## config.mk

```make
export PLATFORM = sky130hd
export DESIGN_NAME = sliding_window_rate_limiter_flat
export DESIGN_NICKNAME = d
export VERILOG_FILES = /design/src/hdl/swrl_pkg.sv /design/src/hdl/swrl_in_if.sv /design/src/hdl/swrl_out_if.sv /design/src/hdl/sliding_window_rate_limiter.sv /design/src/flat_wrapper.sv
export SDC_FILE = /design/constraint.sdc
export NUM_CORES = 1
export LEC_CHECK = 0
export BUFFER_PORTS_ARGS = -buffer_cell sky130_fd_sc_hd__buf_2
export CORE_MARGIN = 2
export CORE_UTILIZATION = 35
export CTS_BUF_LIST = sky130_fd_sc_hd__clkbuf_16
export DETAILED_ROUTE_END_ITERATION = 7
export SLEW_MARGIN = 20
export SYNTH_ARGS = -nofsm -noshare
export SYNTH_HDL_FRONTEND = slang
export SYNTH_SLANG_ARGS = --single-unit
```

## constraint.sdc

```tcl
create_clock -name i_clk -period 4.4 [get_ports i_clk]
set_input_delay 0.66 -clock i_clk [delete_from_list [all_inputs] [get_ports i_clk]]
set_output_delay 0.66 -clock i_clk [all_outputs]
set_load 0.02 [all_outputs]
```

## src/hdl/swrl_pkg.sv

```systemverilog
// Shared types and constants for the sliding window rate limiter.
// No dependencies; every other file in hdl/ imports this package.
package swrl_pkg;

    localparam int RING_DEPTH_DEF = 16;     // default number of stored stamps
    localparam int STAMP_W        = 32;     // timestamp and window width
    localparam int MAX_TX_W       = 16;     // width of max_transmits
    localparam int HITS_W         = 8;      // width of window_hits
    localparam int CFG_W          = 32;     // widest configuration register
    localparam int CFG_IDX_W      = 2;      // configuration index width

    // configuration register indexes
    localparam logic [CFG_IDX_W-1:0] CFG_LIMIT_ENABLE   = 2'd0;
    localparam logic [CFG_IDX_W-1:0] CFG_MAX_TRANSMITS  = 2'd1;
    localparam logic [CFG_IDX_W-1:0] CFG_WINDOW_SECONDS = 2'd2;

    typedef enum logic [1:0] {
        OP_RECORD = 2'd0,
        OP_QUERY  = 2'd1,
        OP_COUNT  = 2'd2,
        OP_CLEAR  = 2'd3
    } t_op;

endpackage

```

## src/hdl/swrl_in_if.sv

```systemverilog
// Request channel of the rate limiter: valid/ready plus the request fields.
// Depends on swrl_pkg.
interface swrl_in_if;
    import swrl_pkg::*;

    logic                valid;
    logic                ready;
    t_op                 op;
    logic [STAMP_W-1:0]  now_seconds;
    logic [STAMP_W-1:0]  query_window;

    modport source (output valid, output op, output now_seconds, output query_window,
                    input ready);
    modport sink   (input valid, input op, input now_seconds, input query_window,
                    output ready);
endinterface

```

## src/hdl/swrl_out_if.sv

```systemverilog
// Result channel of the rate limiter: valid/ready plus the result fields.
// Depends on swrl_pkg.
interface swrl_out_if;
    import swrl_pkg::*;

    logic                valid;
    logic                ready;
    logic                blocked;
    logic [STAMP_W-1:0]  reschedule_in;
    logic [HITS_W-1:0]   window_hits;

    modport source (output valid, output blocked, output reschedule_in,
                    output window_hits, input ready);
    modport sink   (input valid, input blocked, input reschedule_in,
                    input window_hits, output ready);
endinterface

```

## src/hdl/sliding_window_rate_limiter.sv

```systemverilog
// Sliding window rate limiter: ring of transmit stamps scanned by one compare unit.
// Record, clear and disabled query go straight to the result; count and query scan the
// stored stamps (at most RING_DEPTH), one ring read a cycle, and a blocked query then
// computes the expiry and the reschedule delay before the result is handed over.
// Throughput: one request at a time; the next is taken once the result is presented.
// Reset (synchronous, active low) clears control, config and fill count; ring slots are kept.
module sliding_window_rate_limiter #(
    parameter int RING_DEPTH = swrl_pkg::RING_DEPTH_DEF
) (
    input  logic                            i_clk,
    input  logic                            i_rst_n,
    input  logic                            i_cfg_we,
    input  logic [swrl_pkg::CFG_IDX_W-1:0]  i_cfg_index,
    input  logic [swrl_pkg::CFG_W-1:0]      i_cfg_data,
    swrl_in_if.sink                         i_in_ch,
    swrl_out_if.source                      o_out_ch
);
    import swrl_pkg::*;

    // slot pointer and fill count widths
    localparam int PW = (RING_DEPTH > 1) ? $clog2(RING_DEPTH) : 1;
    localparam int CW = $clog2(RING_DEPTH + 1);

    // sequencer: idle, scan the ring, add window to oldest, subtract now, hand over
    typedef enum logic [4:0] {
        S_IDLE    = 5'b00001,
        S_SCAN    = 5'b00010,
        S_EXPIRY  = 5'b00100,
        S_RESCHED = 5'b01000,
        S_DONE    = 5'b10000
    } t_state;

    // configuration registers
    logic                 r_limit_en;
    logic [MAX_TX_W-1:0]  r_max_tx;
    logic [STAMP_W-1:0]   r_win_sec;

    // ring control
    logic [PW-1:0]        r_wp,       n_wp;
    logic [CW-1:0]        r_count,    n_count;

    // sequencer and scan control
    t_state               r_state,    n_state;
    logic [CW-1:0]        r_issued,   n_issued;
    logic                 r_pend;
    logic                 w_issue;
    logic                 w_accept;
    logic                 w_load;
    logic                 r_out_valid, n_out_valid;

    // request and scan payload
    logic [STAMP_W-1:0]   r_ring [RING_DEPTH];
    logic [STAMP_W-1:0]   r_rd_data;
    t_op                  r_op;
    logic [STAMP_W-1:0]   r_now;
    logic [STAMP_W-1:0]   r_win;
    logic signed [STAMP_W:0] r_lower;
    logic [CW-1:0]        r_hits;
    logic [STAMP_W-1:0]   r_oldest;
    logic [STAMP_W:0]     r_expiry;
    logic                 r_res_blocked;
    logic [STAMP_W-1:0]   r_res_resched;
    logic [CW-1:0]        r_res_hits;
    logic                 r_out_blocked;
    logic [STAMP_W-1:0]   r_out_resched;
    logic [HITS_W-1:0]    r_out_hits;

    logic                 w_record_on;
    logic                 w_query_on;
    logic                 w_in_win;
    logic                 w_cap_hit;

    assign w_accept    = i_in_ch.valid && i_in_ch.ready;
    assign i_in_ch.ready = (r_state == S_IDLE);

    // recording needs the limiter on and a nonzero cap; a query also a window
    assign w_record_on = r_limit_en && (r_max_tx != '0);
    assign w_query_on  = w_record_on && (r_win_sec != '0);

    // one ring read per cycle until every stored slot has been issued
    assign w_issue     = (r_state == S_SCAN) && (r_issued < r_count);

    // shared compare unit: stamp not in the future and above the signed cutoff
    assign w_in_win    = (r_rd_data <= r_now) && ($signed({1'b0, r_rd_data}) > r_lower);
    assign w_cap_hit   = MAX_TX_W'(r_hits) >= r_max_tx;

    // result register loads when empty or when the sink takes the current one
    assign w_load      = (r_state == S_DONE) && (!r_out_valid || o_out_ch.ready);

    always_comb begin
        n_state     = r_state;
        n_wp        = r_wp;
        n_count     = r_count;
        n_issued    = r_issued;
        n_out_valid = r_out_valid;
        if (o_out_ch.ready) begin
            n_out_valid = 1'b0;
        end
        case (r_state)
            S_IDLE: begin
                if (w_accept) begin
                    n_issued = '0;
                    case (i_in_ch.op)
                        OP_RECORD: begin
                            if (w_record_on) begin
                                n_wp = (r_wp == PW'(RING_DEPTH - 1)) ? '0 : r_wp + 1'b1;
                                if (r_count != CW'(RING_DEPTH)) begin
                                    n_count = r_count + 1'b1;
                                end
                            end
                            n_state = S_DONE;
                        end
                        OP_QUERY: begin
                            n_state = w_query_on ? S_SCAN : S_DONE;
                        end
                        OP_COUNT: begin
                            n_state = S_SCAN;
                        end
                        OP_CLEAR: begin
                            n_wp    = '0;
                            n_count = '0;
                            n_state = S_DONE;
                        end
                        default: begin
                            n_state = S_DONE;
                        end
                    endcase
                end
            end
            S_SCAN: begin
                if (w_issue) begin
                    n_issued = r_issued + 1'b1;
                end else if (!r_pend) begin
                    // all entries seen: a query at the cap goes on to the expiry
                    n_state = ((r_op == OP_QUERY) && w_cap_hit) ? S_EXPIRY : S_DONE;
                end
            end
            S_EXPIRY: begin
                n_state = S_RESCHED;
            end
            S_RESCHED: begin
                n_state = S_DONE;
            end
            S_DONE: begin
                if (w_load) begin
                    n_out_valid = 1'b1;
                    n_state     = S_IDLE;
                end
            end
            default: begin
                n_state = S_IDLE;
            end
        endcase
    end

    // control state and configuration
    always_ff @(posedge i_clk) begin
        if (!i_rst_n) begin
            r_state     <= S_IDLE;
            r_wp        <= '0;
            r_count     <= '0;
            r_issued    <= '0;
            r_pend      <= 1'b0;
            r_out_valid <= 1'b0;
            r_limit_en  <= 1'b0;
            r_max_tx    <= '0;
            r_win_sec   <= '0;
        end else begin
            r_state     <= n_state;
            r_wp        <= n_wp;
            r_count     <= n_count;
            r_issued    <= n_issued;
            r_pend      <= w_issue;
            r_out_valid <= n_out_valid;
            if (i_cfg_we) begin
                case (i_cfg_index)
                    CFG_LIMIT_ENABLE:   r_limit_en <= i_cfg_data[0];
                    CFG_MAX_TRANSMITS:  r_max_tx   <= i_cfg_data[MAX_TX_W-1:0];
                    CFG_WINDOW_SECONDS: r_win_sec  <= i_cfg_data[STAMP_W-1:0];
                    default: begin
                        // unmapped index: drop the write
                    end
                endcase
            end
        end
    end

    // ring memory: one write port at the write pointer, one registered read port
    always_ff @(posedge i_clk) begin
        if (w_accept && (i_in_ch.op == OP_RECORD) && w_record_on) begin
            r_ring[r_wp] <= i_in_ch.now_seconds;
        end
        r_rd_data <= r_ring[r_issued[PW-1:0]];
    end

    // request, scan and result payload
    always_ff @(posedge i_clk) begin
        if (w_accept) begin
            r_op          <= i_in_ch.op;
            r_now         <= i_in_ch.now_seconds;
            // a query uses the configured window, a count the supplied one
            r_win         <= (i_in_ch.op == OP_QUERY) ? r_win_sec : i_in_ch.query_window;
            r_lower       <= $signed({1'b0, i_in_ch.now_seconds})
                           - $signed({1'b0, ((i_in_ch.op == OP_QUERY) ? r_win_sec
                                                                       : i_in_ch.query_window)});
            r_hits        <= '0;
            r_oldest      <= '0;
            r_res_blocked <= 1'b0;
            r_res_resched <= '0;
            r_res_hits    <= '0;
        end
        // fold in the stamp read last cycle: count it and keep the minimum
        if (r_state == S_SCAN && r_pend && w_in_win) begin
            r_hits <= r_hits + 1'b1;
            if (r_hits == '0 || r_rd_data < r_oldest) begin
                r_oldest <= r_rd_data;
            end
        end
        if (r_state == S_SCAN && !w_issue && !r_pend) begin
            r_res_hits <= r_hits;
            if (r_op == OP_QUERY && w_cap_hit) begin
                r_res_blocked <= 1'b1;
            end
        end
        if (r_state == S_EXPIRY) begin
            r_expiry <= {1'b0, r_oldest} + {1'b0, r_win};
        end
        if (r_state == S_RESCHED) begin
            // at least one second, even when the oldest entry has just expired
            if (r_expiry > {1'b0, r_now}) begin
                r_res_resched <= STAMP_W'(r_expiry - {1'b0, r_now});
            end else begin
                r_res_resched <= STAMP_W'(1);
            end
        end
        if (w_load) begin
            r_out_blocked <= r_res_blocked;
            r_out_resched <= r_res_resched;
            r_out_hits    <= HITS_W'(r_res_hits);
        end
    end

    assign o_out_ch.valid         = r_out_valid;
    assign o_out_ch.blocked       = r_out_blocked;
    assign o_out_ch.reschedule_in = r_out_resched;
    assign o_out_ch.window_hits   = r_out_hits;

    // fill count never passes the ring depth
    a_count_bound: assert property (@(posedge i_clk) disable iff (!i_rst_n)
        r_count <= CW'(RING_DEPTH))
        else $error("fill count beyond ring depth");

    // write pointer stays inside the ring
    a_wp_bound: assert property (@(posedge i_clk) disable iff (!i_rst_n)
        r_wp <= PW'(RING_DEPTH - 1))
        else $error("write pointer outside ring");

    // a transfer in closes the request side until the result is handed over
    a_busy_after_accept: assert property (@(posedge i_clk) disable iff (!i_rst_n)
        w_accept |=> !i_in_ch.ready)
        else $error("request taken while busy");

    // a blocked result always carries a nonzero delay, an unblocked one none
    a_resched_blocked: assert property (@(posedge i_clk) disable iff (!i_rst_n)
        r_out_valid |-> (r_out_blocked == (r_out_resched != '0)))
        else $error("reschedule delay does not match blocked flag");

    // the scan never issues a read past the fill count
    a_scan_bound: assert property (@(posedge i_clk) disable iff (!i_rst_n)
        r_issued <= r_count)
        else $error("scan ran past stored entries");

endmodule

```

## src/flat_wrapper.sv

```systemverilog
// flat-port wrapper written by rule: the top's interface ports become plain ports
module sliding_window_rate_limiter_flat import swrl_pkg::*;
#(
    parameter int RING_DEPTH = swrl_pkg::RING_DEPTH_DEF
)
  (i_clk, i_rst_n, i_cfg_we, i_cfg_index, i_cfg_data, i_in_ch_valid, i_in_ch_op, i_in_ch_now_seconds, i_in_ch_query_window, i_in_ch_ready, o_out_ch_valid, o_out_ch_blocked, o_out_ch_reschedule_in, o_out_ch_window_hits, o_out_ch_ready);
  swrl_in_if i_in_ch_i ();
  swrl_out_if o_out_ch_i ();
  input  logic i_clk;
  input  logic i_rst_n;
  input  logic i_cfg_we;
  input  logic [swrl_pkg::CFG_IDX_W-1:0] i_cfg_index;
  input  logic [swrl_pkg::CFG_W-1:0] i_cfg_data;
  input wire logic [$bits(i_in_ch_i.valid)-1:0] i_in_ch_valid;
  input wire logic [$bits(i_in_ch_i.op)-1:0] i_in_ch_op;
  input wire logic [$bits(i_in_ch_i.now_seconds)-1:0] i_in_ch_now_seconds;
  input wire logic [$bits(i_in_ch_i.query_window)-1:0] i_in_ch_query_window;
  output wire logic [$bits(i_in_ch_i.ready)-1:0] i_in_ch_ready;
  output wire logic [$bits(o_out_ch_i.valid)-1:0] o_out_ch_valid;
  output wire logic [$bits(o_out_ch_i.blocked)-1:0] o_out_ch_blocked;
  output wire logic [$bits(o_out_ch_i.reschedule_in)-1:0] o_out_ch_reschedule_in;
  output wire logic [$bits(o_out_ch_i.window_hits)-1:0] o_out_ch_window_hits;
  input wire logic [$bits(o_out_ch_i.ready)-1:0] o_out_ch_ready;
  assign i_in_ch_i.valid = i_in_ch_valid;
  assign i_in_ch_i.op = i_in_ch_op;
  assign i_in_ch_i.now_seconds = i_in_ch_now_seconds;
  assign i_in_ch_i.query_window = i_in_ch_query_window;
  assign i_in_ch_ready = i_in_ch_i.ready;
  assign o_out_ch_valid = o_out_ch_i.valid;
  assign o_out_ch_blocked = o_out_ch_i.blocked;
  assign o_out_ch_reschedule_in = o_out_ch_i.reschedule_in;
  assign o_out_ch_window_hits = o_out_ch_i.window_hits;
  assign o_out_ch_i.ready = o_out_ch_ready;
  sliding_window_rate_limiter #(.RING_DEPTH(RING_DEPTH)) u_core (.i_clk(i_clk), .i_rst_n(i_rst_n), .i_cfg_we(i_cfg_we), .i_cfg_index(i_cfg_index), .i_cfg_data(i_cfg_data), .i_in_ch(i_in_ch_i), .o_out_ch(o_out_ch_i));
endmodule
```

==> results.json <==
{
  "critPathKind": "in2reg",
  "slew_viol_final": 0,
  "numPortBuffers": 144,
  "power_density_nw_per_um2": 415.4,
  "design_area_um2": 44500,
  "drt_wl_total_mm": 97.90,
  "maxCapViolations": 0,
  "period_share": 0.8404,
  "async_reset_ff_frac": 0,
  "ys_ff_latch": 859,
  "layout.nets": 3115,
  "crit-reg2reg-capture": "u_core.r_oldest[20]$_DFF_P_",
  "hold_buffers": 0,
  "synth_area_um2": 38750,
  "hold_viol_final": 0,
  "hp-start": "i_in_ch_op[1]",
  "drtAntennaViolNets": 0,
  "cts_tree": "yes",
  "ctsHtreeMaxLevel": 3,
  "cts_sinks": 859,
  "drive_above_1_share": 0.2046,
  "boundaryPins": 148,
  "setup_slack_ps": 702.2,
  "ys_top_cells_by_area": "edfxtp_1 (56%), mux4_2 (9.3%), dfxtp_1 (7.0%)",
  "grt_pass1_vias": 21800,
  "setup_viol": 0,
  "hp-class": "in2reg",
  "r2r_start": "u_core.r_rd_data[11]$_DFF_P_",
  "hold_depth": 1,
  "fp.dieArea_um2": 113400,
  "worstMarginPinSlew_ps": 955.3,
  "rows": 122,
  "rsz0062_at_grt": "no",
  "worstHoldEndpoint": "u_core.r_op[1]$_DFFE_PP_",
  "final.setup.tns_ps": 0,
  "cts_root_buf": "clkbuf_16",
  "leakagePower_nw": 16.01,
  "rr_worst_depth": 11,
  "synth-seq-area-share": 0.6308,
  "netlist.area_leader.share": 0.5611,
  "gp_congestion": 0.8822,
  "grt_antenna_before_repair": 13,
  "fmax_ghz": 0.2704,
  "cp-end-kind": "flop",
  "path_cells": "buf_2 > inv_1 > ha_2 > buf_4 > mux2i_1 > ha_1 > nand2b_1 > a21oi_1 > or4_4 > a21oi_4 > o211ai_2 > o41ai_2 > o31ai_1 > xor2_1",
  "synth_edf_count": 724,
  "yosysWarnings": 0,
  "areaGrowthSynthToFinish_pct": 14.85,
  "finClkSkew_ps": 47.40,
  "cts_resized": 0,
  "status": "complete, no violations",
  "route.detailed.drc": 0,
  "syn_inst": 2577,
  "hold_ws_ps": 228.7,
  "clk_latency_ps": 670,
  "r2r_slack_ps": 720,
  "hpwl_mm": 67.43,
  "core_area_um2": 110200,
  "dpl_worst_slack_ps": 47.14,
  "grt_usage": 0.1708,
  "slew_headroom": 0.3632,
  "cts_setup_buffers": 0,
  "grt_first_pass_wirelength_mm": 141.9,
  "drt_iter0_markers": 2382,
  "cp_max_fo": 9,
  "dpl-instance-area_um2": 41590,
  "cts_max_path_buffers": 3,
  "first_pass_iters": 5,
  "crit_path_start_kind": "input port",
  "cp.arrival_ps": 4100,
  "critPathSlowestCell": "o41ai_2",
  "die_width_um": 336.7,
  "yosys.cell_types.count": 83,
  "die_h_um": 336.7,
  "cp.required_ps": 4800,
  "insertedDiodeCount": 0,
  "syn_avg_cell_area_um2": 15.04,
  "finalCriticalPeriod_ps": 3698,
  "ir_worst_vdd_v": 0.0002954,
  "clk_pin_slew_worst_paths_ps": 60,
  "num_vias": 22420,
  "cts_made_buffers": 91,
  "yosys.area.top_type": "edfxtp_1",
  "initial_core_util": 0.3516,
  "critPathLaunch": "i_in_ch_op[1]",
  "max_stage_delay_ps": 540,
  "grt_start_max_net_pins": 132,
  "vias_per_cell": 5.145,
  "grt_overflow_total": 0,
  "routedWlPerCell_um": 22.47,
  "synth-main-ff-cell": "edfxtp_1",
  "fillers": 10150
}
## report_power, final
group	switching (mW)	internal (mW)
logic	1.17	0.641
clock network	3.23	4.13
registers	0.119	9.19
total	4.52	14.0
## Yosys cell counts (all sizes together), types with 16 or more instances
library cell / count
a21o: 83
inv: 170
xor2: 37
nand2b: 16
buf: 28
nand3: 22
mux4: 160
clkbuf: 54
ha: 213
nor3: 26
nand2: 164
xnor2: 51
nor2b: 18
edfxtp: 724
o21a: 18
a21boi: 55
mux2: 34
nand4: 30
a21oi: 106
mux2i: 33
and3: 18
dfxtp: 135
o21ai: 60
nor2: 142
## routing by layer
layer  wire [um]  GRT usage
met2       44090     0.2635
met3        5960    0.02623
met1       45540     0.2510
met4        2290    0.04502
met5          27          0
## metrics by stage
step,utilization,cells,power [mW]
2_1_floorplan,-,2579,10.62
3_3_place_gp,0.3774,4188,11.26
3_5_place_dp,0.3774,4188,11.27
4_1_cts,0.4036,4356,18.64
5_1_grt,0.4038,4357,19.15
6_report,0.4038,4357,18.49
## critical path: cells and delay by family
family,cells,cell delay [ps]
xor+xnor,1,170
compound gates,5,1240
fa+ha+maj,2,730
buf+inv,3,400
simple gates,2,640
mux,1,230
## area by class of cell
cell class              instances  area (um^2)  area share
clock buffers                  92         2302     0.05173
well taps                    1488         1862     0.04184
repair buffers                204         1234     0.02772
inverters                     170        640.6     0.01439
multi-input cells            1468        13420      0.3015
clock inverters                76        591.8     0.01330
flip-flops and latches        859        24450      0.5495
## kinds of logic after synthesis
group           after synthesis  share of synthesized area
compound gates              431                    0.07621
other cells                   1                 0.00009678
xor+xnor                     88                    0.01989
flops                       859                     0.6308
fa+ha+maj                   216                    0.07033
mux                         227                     0.1142
simple gates                503                    0.06184
buf+inv                     252                    0.02658
## sequential cells by signal, summed over array words and instances, names as in the netlist, 2 cells and up
name                           flops
u_core.r_now                      32
u_core.r_ring                    512
u_core.r_count                     5
u_core.r_oldest                   32
u_core.r_lower                    33
u_core.r_hits                      5
u_core.r_win                      32
u_core.r_state                     5
u_core.r_res_hits                  5
u_core.r_max_tx                   16
u_core.r_res_resched              32
u_core.r_wp                        4
u_core.r_op                        2
u_core.r_win_sec                  32
u_core.o_out_ch.reschedule_in     32
u_core.r_issued                    5
u_core.o_out_ch.window_hits        5
u_core.r_rd_data                  32
u_core.r_expiry                   33
## worst max-delay path by stage
stage	cells after the start	endpoint
after CTS	11	u_core.r_oldest[20]$_DFF_P_
final	14	u_core.r_lower[30]$_DFFE_PP_
after global routing	14	u_core.r_lower[30]$_DFFE_PP_
after detailed placement	14	u_core.r_lower[30]$_DFFE_PP_
after global placement	14	u_core.r_lower[30]$_DFFE_PP_
after floorplan	8	u_core.r_ring[0][0]$_DFFE_PP_
## cell usage in the layout (no fill, tap or decap), types with 8 or more instances in the layout
cell type and instances:
buf_2 144, clkbuf_16 92, o21a_1 18, xor2_1 37, nand2b_1 16, edfxtp_1 724
nor3_1 20, a31oi_1 14, a21o_1 83, o31ai_1 12, inv_1 192, and2_1 12
mux2i_1 33, nor2_1 129, a21boi_0 54, mux2_4 29, dfxtp_1 131, a21oi_1 102
nand2_1 163, mux4_2 160, buf_4 55, a211oi_1 9, or3_1 8, and3_1 17
nand4_1 30, o21ai_0 54, ha_1 212, xnor2_1 51, nor2_4 13, clkinv_1 15
nor4_1 10, nand3_1 22, clkinv_2 18, o21bai_1 14, nor2b_1 16
(Power assumes the default switching activity.)
